===== src/sv/polyline_length_accumulator_defines.svh =====
// ----------------------------------------------------------------------------
// polyline_length_accumulator_defines.svh
// assertion macros shared by the polyline length accumulator
// ----------------------------------------------------------------------------
`ifndef POLYLINE_LENGTH_ACCUMULATOR_DEFINES_SVH
`define POLYLINE_LENGTH_ACCUMULATOR_DEFINES_SVH

`ifndef SYNTH

// property checked on every clock edge outside reset
`define PLAC_ASSERT(name, clk, rst_n, prop, msg) \
  name: assert property (@(posedge clk) disable iff (!rst_n) (prop)) else $error(msg);

// condition in one cycle implies a condition in the next
`define PLAC_ASSERT_NEXT(name, clk, rst_n, pre, post, msg) \
  name: assert property (@(posedge clk) disable iff (!rst_n) (pre) |=> (post)) else $error(msg);

`else

`define PLAC_ASSERT(name, clk, rst_n, prop, msg)
`define PLAC_ASSERT_NEXT(name, clk, rst_n, pre, post, msg)

`endif

`endif


===== src/sv/plac_pkg.sv =====
// ----------------------------------------------------------------------------
// plac_pkg
// types shared by the controller and datapath of the path length accumulator
// ----------------------------------------------------------------------------
package plac_pkg;

  // operand select for the shared squaring multiplier
  typedef enum logic [1:0] {
    AXIS_X = 2'd0,
    AXIS_Y = 2'd1,
    AXIS_Z = 2'd2
  } axis_e;

  // controller to datapath commands
  typedef struct packed {
    logic  take;        // capture vertex, differences and last flag
    logic  start_path;  // open a new path at the captured vertex
    logic  mul_en;      // square the selected difference
    axis_e mul_sel;
    logic  acc_clr;     // clear sum of squares
    logic  acc_add;     // add last product to sum of squares
    logic  root_load;   // load radicand, clear root and remainder
    logic  root_step;   // one restoring square root iteration
    logic  len_add;     // add root to running length, saturating
    logic  out_load;    // load result register and close the path
  } plac_cmd_t;

  // datapath to controller status
  typedef struct packed {
    logic start_req;  // offered vertex opens a path
    logic last;       // captured vertex ends the path
    logic out_busy;   // result register still held by the receiver
  } plac_sts_t;

endpackage


===== src/sv/plac_ctrl.sv =====
// ----------------------------------------------------------------------------
// plac_ctrl
// sequencer for squaring, square root, accumulation and result hand-off
// ----------------------------------------------------------------------------
module plac_ctrl #(
  parameter int ROOT_W = 25
) (
  input  logic                clk_i,
  input  logic                rst_ni,
  input  logic                in_valid_i,
  output logic                in_stall_o,
  input  plac_pkg::plac_sts_t sts_i,
  output plac_pkg::plac_cmd_t cmd_o
);
  import plac_pkg::*;

  localparam int CntW = $clog2(ROOT_W);
  localparam logic [CntW-1:0] CntLast = CntW'(ROOT_W - 1);

  localparam logic [2:0] S_IDLE  = 3'd0;
  localparam logic [2:0] S_SQ0   = 3'd1;
  localparam logic [2:0] S_SQ1   = 3'd2;
  localparam logic [2:0] S_SQ2   = 3'd3;
  localparam logic [2:0] S_SQ3   = 3'd4;
  localparam logic [2:0] S_ROOT  = 3'd5;
  localparam logic [2:0] S_ACCUM = 3'd6;
  localparam logic [2:0] S_FIN   = 3'd7;

  logic [2:0]      state_q, state_d;
  logic [CntW-1:0] cnt_q, cnt_d;

  assign in_stall_o = (state_q != S_IDLE);

  always_comb begin
    state_d = state_q;
    cnt_d   = cnt_q;
    cmd_o   = '0;
    case (state_q)
      S_IDLE: begin
        if (in_valid_i) begin
          cmd_o.take = 1'b1;
          if (sts_i.start_req) begin
            cmd_o.start_path = 1'b1;
            state_d          = S_FIN;
          end else begin
            state_d = S_SQ0;
          end
        end
      end
      S_SQ0: begin
        cmd_o.mul_en  = 1'b1;
        cmd_o.mul_sel = AXIS_X;
        cmd_o.acc_clr = 1'b1;
        state_d       = S_SQ1;
      end
      S_SQ1: begin
        cmd_o.mul_en  = 1'b1;
        cmd_o.mul_sel = AXIS_Y;
        cmd_o.acc_add = 1'b1;
        state_d       = S_SQ2;
      end
      S_SQ2: begin
        cmd_o.mul_en  = 1'b1;
        cmd_o.mul_sel = AXIS_Z;
        cmd_o.acc_add = 1'b1;
        state_d       = S_SQ3;
      end
      S_SQ3: begin
        cmd_o.root_load = 1'b1;
        cnt_d           = CntLast;
        state_d         = S_ROOT;
      end
      S_ROOT: begin
        cmd_o.root_step = 1'b1;
        if (cnt_q == '0) begin
          state_d = S_ACCUM;
        end else begin
          cnt_d = cnt_q - 1'b1;
        end
      end
      S_ACCUM: begin
        cmd_o.len_add = 1'b1;
        state_d       = S_FIN;
      end
      S_FIN: begin
        if (!sts_i.last) begin
          state_d = S_IDLE;
        end else if (!sts_i.out_busy) begin
          cmd_o.out_load = 1'b1;
          state_d        = S_IDLE;
        end
      end
      default: begin
        state_d = S_IDLE;
      end
    endcase
  end

  always_ff @(posedge clk_i or negedge rst_ni) begin
    if (!rst_ni) begin
      state_q <= S_IDLE;
      cnt_q   <= '0;
    end else begin
      state_q <= state_d;
      cnt_q   <= cnt_d;
    end
  end

endmodule


===== src/sv/plac_dpath.sv =====
// ----------------------------------------------------------------------------
// plac_dpath
// vertex registers, shared squarer, restoring square root and length sum
// ----------------------------------------------------------------------------
module plac_dpath #(
  parameter int COORD_BITS  = 24,
  parameter int LENGTH_BITS = 32
) (
  input  logic                          clk_i,
  input  logic                          rst_ni,
  input  logic                          cfg_we_i,
  input  logic                          cfg_wdata_i,
  input  logic signed [COORD_BITS-1:0]  pos_x_i,
  input  logic signed [COORD_BITS-1:0]  pos_y_i,
  input  logic signed [COORD_BITS-1:0]  pos_z_i,
  input  logic                          is_first_i,
  input  logic                          is_last_i,
  input  plac_pkg::plac_cmd_t           cmd_i,
  output plac_pkg::plac_sts_t           sts_o,
  output logic                          out_valid_o,
  input  logic                          out_stall_i,
  output logic        [LENGTH_BITS-1:0] path_length_o,
  output logic                          saturated_o
);
  import plac_pkg::*;

  localparam int DiffW = COORD_BITS + 1;
  localparam int ProdW = 2 * COORD_BITS;
  localparam int SumW  = 2 * COORD_BITS + 2;
  localparam int RootW = COORD_BITS + 1;
  localparam int RemW  = RootW + 2;
  localparam int AccW  = ((LENGTH_BITS > RootW) ? LENGTH_BITS : RootW) + 1;
  localparam logic [AccW-1:0] LenMax =
    {{(AccW - LENGTH_BITS){1'b0}}, {LENGTH_BITS{1'b1}}};

  logic                   horizontal_only_q;
  logic                   in_path_q;
  logic                   ovf_q;
  logic [LENGTH_BITS-1:0] run_q;
  logic                   out_valid_q;
  logic                   last_q;

  logic [COORD_BITS-1:0]  prev_x_q, prev_y_q, prev_z_q;
  logic [COORD_BITS-1:0]  abs_q [3];
  logic [ProdW-1:0]       prod_q;
  logic [SumW-1:0]        acc_q;
  logic [SumW-1:0]        rad_q;
  logic [RemW-1:0]        rem_q;
  logic [RootW-1:0]       root_q;
  logic [LENGTH_BITS-1:0] path_length_q;
  logic                   saturated_q;

  logic [DiffW-1:0]       dx, dy, dz;
  logic [COORD_BITS-1:0]  ax, ay, az;
  logic [COORD_BITS-1:0]  mul_op;
  logic [RemW-1:0]        rem_shift;
  logic [RemW-1:0]        trial;
  logic                   fits;
  logic [AccW-1:0]        len_sum;

  // differences to the previous vertex, sign taken from the extra bit
  assign dx = {pos_x_i[COORD_BITS-1], pos_x_i} - {prev_x_q[COORD_BITS-1], prev_x_q};
  assign dy = {pos_y_i[COORD_BITS-1], pos_y_i} - {prev_y_q[COORD_BITS-1], prev_y_q};
  assign dz = {pos_z_i[COORD_BITS-1], pos_z_i} - {prev_z_q[COORD_BITS-1], prev_z_q};

  assign ax = dx[DiffW-1] ? COORD_BITS'(~dx + 1'b1) : dx[COORD_BITS-1:0];
  assign ay = dy[DiffW-1] ? COORD_BITS'(~dy + 1'b1) : dy[COORD_BITS-1:0];
  assign az = dz[DiffW-1] ? COORD_BITS'(~dz + 1'b1) : dz[COORD_BITS-1:0];

  always_comb begin
    case (cmd_i.mul_sel)
      AXIS_X:  mul_op = abs_q[0];
      AXIS_Y:  mul_op = abs_q[1];
      AXIS_Z:  mul_op = abs_q[2];
      default: mul_op = '0;
    endcase
  end

  // one restoring root iteration: two radicand bits in, one root bit out
  assign rem_shift = {rem_q[RemW-3:0], rad_q[SumW-1 -: 2]};
  assign trial     = {root_q, 2'b01};
  assign fits      = (rem_shift >= trial);

  assign len_sum = AccW'(run_q) + AccW'(root_q);

  assign sts_o.start_req = is_first_i || !in_path_q;
  assign sts_o.last      = last_q;
  assign sts_o.out_busy  = out_valid_q && out_stall_i;

  assign out_valid_o   = out_valid_q;
  assign path_length_o = path_length_q;
  assign saturated_o   = saturated_q;

  always_ff @(posedge clk_i or negedge rst_ni) begin
    if (!rst_ni) begin
      horizontal_only_q <= 1'b0;
      in_path_q         <= 1'b0;
      ovf_q             <= 1'b0;
      run_q             <= '0;
      out_valid_q       <= 1'b0;
    end else begin
      if (cfg_we_i) begin
        horizontal_only_q <= cfg_wdata_i;
      end
      if (cmd_i.start_path) begin
        in_path_q <= 1'b1;
        ovf_q     <= 1'b0;
        run_q     <= '0;
      end else if (cmd_i.len_add) begin
        if (len_sum >= LenMax) begin
          run_q <= {LENGTH_BITS{1'b1}};
          ovf_q <= 1'b1;
        end else begin
          run_q <= len_sum[LENGTH_BITS-1:0];
        end
      end else if (cmd_i.out_load) begin
        in_path_q <= 1'b0;
        ovf_q     <= 1'b0;
        run_q     <= '0;
      end
      if (cmd_i.out_load) begin
        out_valid_q <= 1'b1;
      end else if (out_valid_q && !out_stall_i) begin
        out_valid_q <= 1'b0;
      end
    end
  end

  always_ff @(posedge clk_i) begin
    if (cmd_i.take) begin
      prev_x_q <= pos_x_i;
      prev_y_q <= pos_y_i;
      prev_z_q <= pos_z_i;
      abs_q[0] <= ax;
      abs_q[1] <= ay;
      abs_q[2] <= horizontal_only_q ? '0 : az;
      last_q   <= is_last_i;
    end
    if (cmd_i.mul_en) begin
      prod_q <= mul_op * mul_op;
    end
    if (cmd_i.acc_clr) begin
      acc_q <= '0;
    end else if (cmd_i.acc_add) begin
      acc_q <= acc_q + SumW'(prod_q);
    end
    if (cmd_i.root_load) begin
      rad_q  <= acc_q + SumW'(prod_q);
      rem_q  <= '0;
      root_q <= '0;
    end else if (cmd_i.root_step) begin
      rad_q <= {rad_q[SumW-3:0], 2'b00};
      if (fits) begin
        rem_q  <= rem_shift - trial;
        root_q <= {root_q[RootW-2:0], 1'b1};
      end else begin
        rem_q  <= rem_shift;
        root_q <= {root_q[RootW-2:0], 1'b0};
      end
    end
    if (cmd_i.out_load) begin
      path_length_q <= run_q;
      saturated_q   <= ovf_q;
    end
  end

endmodule


===== src/sv/polyline_length_accumulator.sv =====
// ----------------------------------------------------------------------------
// polyline_length_accumulator
// running euclidean length of a streamed ray path, one total per path
// ----------------------------------------------------------------------------
// vertices arrive on the input channel (in_valid_i / in_stall_o) with is_first
// on the source and is_last on the final vertex; one transaction leaves on the
// output channel (out_valid_o / out_stall_i) for each vertex with is_last set.
// a vertex that opens a path goes from idle straight to the final state; a later
// vertex gets three squarings on one shared multiplier, the restoring square
// root that resolves one root bit per cycle, and the saturating add; for a last
// vertex the total is loaded into the output register from the final state
// once any held result has gone. horizontal_only is written through cfg_we_i /
// cfg_wdata_i only while idle; the user must keep to this, the block does not
// enforce it. reset closes any open path, clears horizontal_only and drops
// out_valid_o. a stalled result holds; the next vertices are still taken, and
// only the next last vertex waits until the held result has gone.
// ----------------------------------------------------------------------------
`include "polyline_length_accumulator_defines.svh"

module polyline_length_accumulator #(
  parameter int COORD_BITS  = 24,
  parameter int LENGTH_BITS = 32
) (
  input  logic                          clk_i,
  input  logic                          rst_ni,
  // configuration
  input  logic                          cfg_we_i,
  input  logic                          cfg_wdata_i,
  // vertex input
  input  logic                          in_valid_i,
  output logic                          in_stall_o,
  input  logic signed [COORD_BITS-1:0]  pos_x_i,
  input  logic signed [COORD_BITS-1:0]  pos_y_i,
  input  logic signed [COORD_BITS-1:0]  pos_z_i,
  input  logic                          is_first_i,
  input  logic                          is_last_i,
  // path result
  output logic                          out_valid_o,
  input  logic                          out_stall_i,
  output logic        [LENGTH_BITS-1:0] path_length_o,
  output logic                          saturated_o
);
  import plac_pkg::*;

  // square root width follows from the largest sum of squares
  localparam int RootW = COORD_BITS + 1;

  plac_cmd_t cmd;
  plac_sts_t sts;

  // sequencer: owns the state and the root iteration count
  plac_ctrl #(
    .ROOT_W (RootW)
  ) u_ctrl (
    .clk_i      (clk_i),
    .rst_ni     (rst_ni),
    .in_valid_i (in_valid_i),
    .in_stall_o (in_stall_o),
    .sts_i      (sts),
    .cmd_o      (cmd)
  );

  // datapath: vertex, squarer, root, running length and result register
  plac_dpath #(
    .COORD_BITS  (COORD_BITS),
    .LENGTH_BITS (LENGTH_BITS)
  ) u_dpath (
    .clk_i         (clk_i),
    .rst_ni        (rst_ni),
    .cfg_we_i      (cfg_we_i),
    .cfg_wdata_i   (cfg_wdata_i),
    .pos_x_i       (pos_x_i),
    .pos_y_i       (pos_y_i),
    .pos_z_i       (pos_z_i),
    .is_first_i    (is_first_i),
    .is_last_i     (is_last_i),
    .cmd_i         (cmd),
    .sts_o         (sts),
    .out_valid_o   (out_valid_o),
    .out_stall_i   (out_stall_i),
    .path_length_o (path_length_o),
    .saturated_o   (saturated_o)
  );

  // the block is busy in the cycle after it takes a vertex
  `PLAC_ASSERT_NEXT(a_busy_after_take, clk_i, rst_ni, in_valid_i && !in_stall_o, in_stall_o, "vertex taken but block not busy next cycle")

  // a new result never overwrites one the receiver still holds
  `PLAC_ASSERT(a_no_result_overwrite, clk_i, rst_ni, !(cmd.out_load && out_valid_o && out_stall_i), "result loaded over a stalled result")

  // squaring, root, accumulation and hand-off belong to distinct steps
  `PLAC_ASSERT(a_steps_exclusive, clk_i, rst_ni, $onehot0({cmd.mul_en, cmd.root_step, cmd.len_add, cmd.out_load}), "datapath steps overlap")

  // a saturated total is the maximum length
  `PLAC_ASSERT(a_sat_means_max, clk_i, rst_ni, !(out_valid_o && saturated_o) || (path_length_o == {LENGTH_BITS{1'b1}}), "saturated flag with total below maximum")

endmodule


===== config.mk =====
export PLATFORM = sky130hd
export DESIGN_NAME = polyline_length_accumulator
export DESIGN_NICKNAME = d
export VERILOG_FILES = /design/src/sv/plac_pkg.sv /design/src/sv/plac_ctrl.sv /design/src/sv/plac_dpath.sv /design/src/sv/polyline_length_accumulator.sv
export VERILOG_INCLUDE_DIRS = /design/src /design/src/sv
export SDC_FILE = /design/constraint.sdc
export NUM_CORES = 2
export LEC_CHECK = 0
export ABC_AREA = 1
export BUFFER_PORTS_ARGS = -buffer_cell sky130_fd_sc_hd__buf_2
export CAP_MARGIN = 20
export CORE_ASPECT_RATIO = 0.7
export CORE_UTILIZATION = 30
export DETAILED_ROUTE_END_ITERATION = 10
export GPL_TIMING_DRIVEN = 0
export PLACE_DENSITY = 0.55
export SYNTH_ARGS = -nofsm -noshare
export SYNTH_HDL_FRONTEND = slang
export SYNTH_SLANG_ARGS = --single-unit

===== constraint.sdc =====
create_clock -name clk_i -period 19.63 [get_ports clk_i]
set_input_delay 1.963 -clock clk_i [delete_from_list [all_inputs] [get_ports clk_i]]
set_output_delay 1.963 -clock clk_i [all_outputs]
set_load 0.05 [all_outputs]

Word level (Yosys, flattened, before mapping)
Memory sizes are Yosys's and may differ from the RTL's.
Index checks and enable logic that the tools add are counted.
{"block": "word_totals", "regBits": 348, "n_memories": 1, "latchBits": 0, "ram_bits": 72, "mem_bits_ro": 0}
{"memory": "u_dpath.abs_q", "depth": 3, "word_bits": 24, "read_ports": 3, "rd_ports_with_merged_regs": 0, "wr": 3, "line_no": "plac_dpath.sv:44", "rtl": "logic [COORD_BITS-1:0] abs_q [3];"}
{"block": "op_classes", "div": 0, "bitwise": 3, "n_eq_ne": 15, "add_sub_neg": 10, "n_reduce_logical": 19, "n_shift": 0, "muxes": 43, "multipliers": 1, "n_lt_le_gt_ge": 2}
{"op": "$mux 32", "n": 4}
{"op": "$mux 50", "n": 2}
{"op": "$mux 24", "n": 4}
{"op": "$sub 24x24->25", "n": 3}
{"op": "$add 24x1->24 const B", "n": 3}
{"op": "$not 24->24", "n": 3}
{"op": "$pmux 24 s3", "n": 1}
{"op": "$add 50x48->50", "n": 1}
{"op": "$mul 24x24->48", "n": 1}
{"op": "$add 32x25->33", "n": 1}
{"op": "$ge 33x32->1 const B", "n": 1}
{"op": "$ge 27x27->1", "n": 1}
{"op": "$mux 25", "n": 1}
{"op": "$sub 25x25->25", "n": 1}
{"op": "$pmux 3 s8", "n": 1}
{"op": "$mux 1", "n": 20}
{"op": "$mux 3", "n": 5}
{"op": "$eq 3x3->1 const B", "n": 4}
{"op": "$pmux 5 s2", "n": 1}
{"op": "$pmux 3 s3", "n": 1}
{"op": "$reduce_bool 2->1", "n": 4}
{"op": "$eq 3x2->1 const B", "n": 2}
{"op": "$reduce_and 2->1", "n": 3}
{"op": "$reduce_bool 3->1", "n": 2}
{"op": "18 further kinds", "n": 23}

Depth between registers and ports, before layout
{"block": "depth", "word_depth": 7, "mapped_depth": 39, "ltp_nobuf": 38}

Cells and area by module
Synthesis repeated with hierarchy kept, for this count alone.
{"block": "hier_totals", "hier_cells": 5834, "area_unflattened_um2": 44885.5}
{"module": "plac_dpath", "n_inst": 1, "seq_area_each_um2": 11160.7, "cells_each": 5750, "area_each_um2": 44308.7}
{"module": "plac_ctrl", "n_inst": 1, "seq_area_each_um2": 200.2, "cells_each": 84, "area_each_um2": 576.8}

Worst setup path before layout
No wires, ideal clock.
{"block": "synth_path", "path_type": "input-to-reg", "from": "input in_valid_i", "to": "register u_dpath.run_q[22]", "setup_ns": 0.123, "slack_ns": 10.152, "arrival_ns": 9.355, "path_stages": 8, "path_cell_list": "inv_1 > nor2_1 > nand2_1 > nand3_1 > inv_1 > clkbuf_1 > nand2_1 > nand2_1"}
{"block": "synth_between", "elab_chain_cells": 3}
{"element": "from (decl)", "line_no": "polyline_length_accumulator.sv:30", "rtl": "input logic in_valid_i,"}
{"element": "$mux 2 (*)", "line_no": "plac_ctrl.sv:40", "rtl": "if (in_valid_i) begin"}
{"element": "$mux 2 (*)", "line_no": "plac_ctrl.sv:38", "rtl": "case (state_q)"}
{"element": "$reduce_bool 3->1 (no source line) or $mux 32 (tied branches)"}
{"element": "to (signal assigned)", "line_no": "plac_dpath.sv:111", "rtl": "run_q <= {LENGTH_BITS{1'b1}};"}
{"element": "to (signal assigned)", "line_no": "plac_dpath.sv:114", "rtl": "run_q <= len_sum[LENGTH_BITS-1:0];"}
{"element": "to (decl)", "line_no": "plac_dpath.sv:39", "rtl": "logic [LENGTH_BITS-1:0] run_q;"}
Every way passes the cells marked *; elsewhere a longest branch is shown, timed or not.
A chain may end at the register's enable or synchronous reset.

Final worst setup path
{"block": "layout_path", "from": "register u_ctrl.state_q[0]", "to": "register u_dpath.prod_q[45], data pin"}
{"block": "layout_between", "elab_chain_cells": 5}
{"element": "from (decl)", "line_no": "plac_ctrl.sv:29", "rtl": "logic [2:0] state_q, state_d;"}
{"element": "from (signal assigned)", "line_no": "plac_ctrl.sv:104", "rtl": "state_q <= state_d;"}
{"element": "$eq 3x2->1 or $eq 3x1->1 (tied branches)", "line_no": "plac_ctrl.sv:38"}
{"element": "$pmux 3 s3 (*)", "line_no": "plac_ctrl.sv:38"}
{"element": "$eq 2x2->1, or another cell as far along", "line_no": "plac_dpath.sv:71", "rtl": "case (cmd_i.mul_sel)"}
{"element": "$pmux 24 s3 (*)", "line_no": "plac_dpath.sv:71"}
{"element": "$mul 24x24->48 (*)", "line_no": "plac_dpath.sv:140", "rtl": "prod_q <= mul_op * mul_op;"}
{"element": "to (signal assigned)", "line_no": "plac_dpath.sv:140"}
{"element": "to (decl)", "line_no": "plac_dpath.sv:45", "rtl": "logic [ProdW-1:0] prod_q;"}
Marks and branches as above.

==> run metrics <==
status completed; largest net degree at the start of global routing 60; final wirelength 137 mm; share of cells above drive strength 1 0.0586; number of synthesized flops with an enable pin 275; GRT Total Usage 0.183; Final Hold Vio Count 0; most common cell in the netlist nand2_1; Post-CTS Resized 0; max-cap viol count 0; Final Skew 0.0453 ns; area grow syn2layout 10.8%; syn_nets 6559; Slew Viols, Final 0; Final setup viols 0; first-pass GRT wire length 211 mm; vias in the first global route 36300; final period utilization 0.517; Post-synth top cells nand2_1 (1445), inv_1 (1242), fa_1 (430); grt met1 use 0.287; setup_tns 0 ns; Root Buffer clkbuf_16; Final ANT Viol Nets 0; synth warn 0; Min-Delay Path Class flip-flop to flip-flop; drt initial violations 3047; Core ar. 0.146 sq mm; syn avg cell area just under 8 sq um; initial antenna violation count 1; worst setup path class flip-flop to flip-flop; Post-synth ARST share 0.105; CP Max Fanout 10; starting density of the core 0.304; clk sinks 419; distinct cell type count after synthesis 66; Yosys top cell by area fa_1; slew margin rel. 0.244; Critical Path Most Common Cell inv_1; slowest library cell on the worst path a221oi_1; Die Ht 324 microns; WL per Instance between 15 and 20 microns; Synth Cell Area 0.0444 sq mm; CTS tree done; busiest grt layer met1; drt drc 0; die area 0.150 sq mm; via count 37100; Longest Clk Path Bufs 3; Crit path required time about 20 ns; final RePlAce weighted congestion 0.973; CP startpoint kind flip-flop; sequential cell area fraction in the yosys report 0.256; first drt pass iteration count 6; met2 GRT Util 0.246; Clk Latency, worst-skew pair 0.65 ns; CTS buffer count 44; Placement Rows 117; element type at the critical path end flip-flop; # Post-CTS Setup Buffers 0; total gr overflow 0; Worst-path clk slew 0.07 ns; top achievable clock speed around 98 MHz; DP HPWL 114 mm; io pins 115; synthesis-stage register bit count 419; Top FF cell, synth edfxtp_1; worst path arrival time between 10 and 15 ns; post-synth top area share 0.194; Period minus WS final 10.16 ns; H-tree Lvls 2; nets@finish around 6700; count of port buffers added during placement 114; M3 GR Usage 0.0508; Critical Path Max Stage Delay a little under 1 ns; RSZ-0062 raised after global routing no; overall die width 462 microns; Worst-Margin Slew 1.13 ns; Vias/cell roughly 4.7; Area contributors post-synth fa_1 (19%), edfxtp_1 (19%), nand2_1 (12%); Post-CTS Hold Fix Bufs 0; Cells after Synth 5699
-- placed cells by master, fill, tap and decap left out, drive strengths merged, types with 13 or more instances in the layout --
cell and count:
o22ai 25, ha 350, or2 18, clkbuf 107, dfrtp 44, a21oi 281, nor2 368, clkinv 14
o21a 15, xnor2 72, inv 1271, nand2 1471, o211ai 13, nand3 259, o21bai 20, nand4 63
o21ai 221, buf 174, nor3 46, edfxtp 275, fa 430, dfxtp 100, a21o 21, nand3b 24
a31oi 52, xor2 95
-- registers in the layout, summed over array words and instances, names as in the netlist --
name,flops
u_dpath.rem_q,25
u_dpath.ovf_q,1
u_dpath.last_q,1
u_ctrl.state_q,3
u_dpath.run_q,32
u_dpath.prev_z_q,24
u_dpath.prod_q,47
u_dpath.saturated_o,1
u_dpath.horizontal_only_q,1
u_dpath.acc_q,50
u_dpath.out_valid_o,1
u_dpath.path_length_o,32
u_dpath.prev_y_q,24
u_dpath.prev_x_q,24
u_dpath.abs_q,72
u_dpath.in_path_q,1
u_dpath.rad_q,50
u_ctrl.cnt_q,5
u_dpath.root_q,25
-- logic make-up after synthesis --
family                   synth area share
AND/OR/NAND/NOR                     0.214
buffers and inverters               0.117
adder cells (fa/ha/maj)             0.292
AO/OA/AOI/OAI                      0.0866
flip-flops                          0.256
XOR/XNOR                           0.0336
multiplexers                     0.000254
-- layout make-up --
cell class              count  area [sq um]
flip-flops and latches    419         11400
clock buffers              55          1240
inverters                1264          4740
fillers                 15700         96900
diodes                      1          2.50
multi-input cells        3913         27900
well taps                1963          2460
repair buffers            123           737
plain buffers             103           469
clock inverters            27           322
-- per-stage QoR --
stage	cells	setup WS (ns)	instance area, sq um	util	hold slack [ns]
3_3_place_gp	7776	6.22	47400	0.325	0.444
4_1_cts	7867	9.74	49200	0.337	0.462
6_report	7868	9.47	49200	0.337	0.461
3_5_place_dp	7785	9.79	47600	0.326	0.448
5_1_grt	7867	9.02	49200	0.337	0.472
2_1_floorplan	5699	10.15	44400	-	0.425
-- final timing paths --
check / startpoint / cells after the start / slack, ns / end
max reg2reg: u_ctrl.state_q[0]$_DFFE_PN0P_ / 32 / 9.47 / u_dpath.prod_q[45]$_DFFE_PN_
min in group asynchronous: rst_ni / 1 / 1.32 / u_dpath.run_q[9]$_DFFE_PN0P_
min: u_dpath.ovf_q$_DFFE_PN0P_ / 0 / 0.46 / u_dpath.saturated_o$_DFFE_PP_
max: u_ctrl.state_q[0]$_DFFE_PN0P_ / 32 / 9.47 / u_dpath.prod_q[45]$_DFFE_PN_
max in group asynchronous: rst_ni / 2 / 17.75 / u_dpath.run_q[23]$_DFFE_PN0P_
min reg2reg: u_dpath.ovf_q$_DFFE_PN0P_ / 0 / 0.46 / u_dpath.saturated_o$_DFFE_PP_
-- critical path: cells and delay by family (launching register included) --
family | cells | cell delay, ns
AND/OR/NAND/NOR | 7 | 1.43
buffers and inverters | 10 | 1.52
flip-flops | 1 | 0.42
adder cells (fa/ha/maj) | 9 | 4.37
AO/OA/AOI/OAI | 5 | 1.96
XOR/XNOR | 1 | 0.17
-- metal layers --
layer	vias up	part of all wire	wire, microns
met1	17500	0.52	70700
met4	2	0.015	2080
met2	1263	0.37	50700
met5	-	0.00077	105
met3	116	0.097	13200
li1	18200	-	-
Power is not shown: default switching activity piles up to over one toggle a cycle in this logic, so the estimate is an artifact.
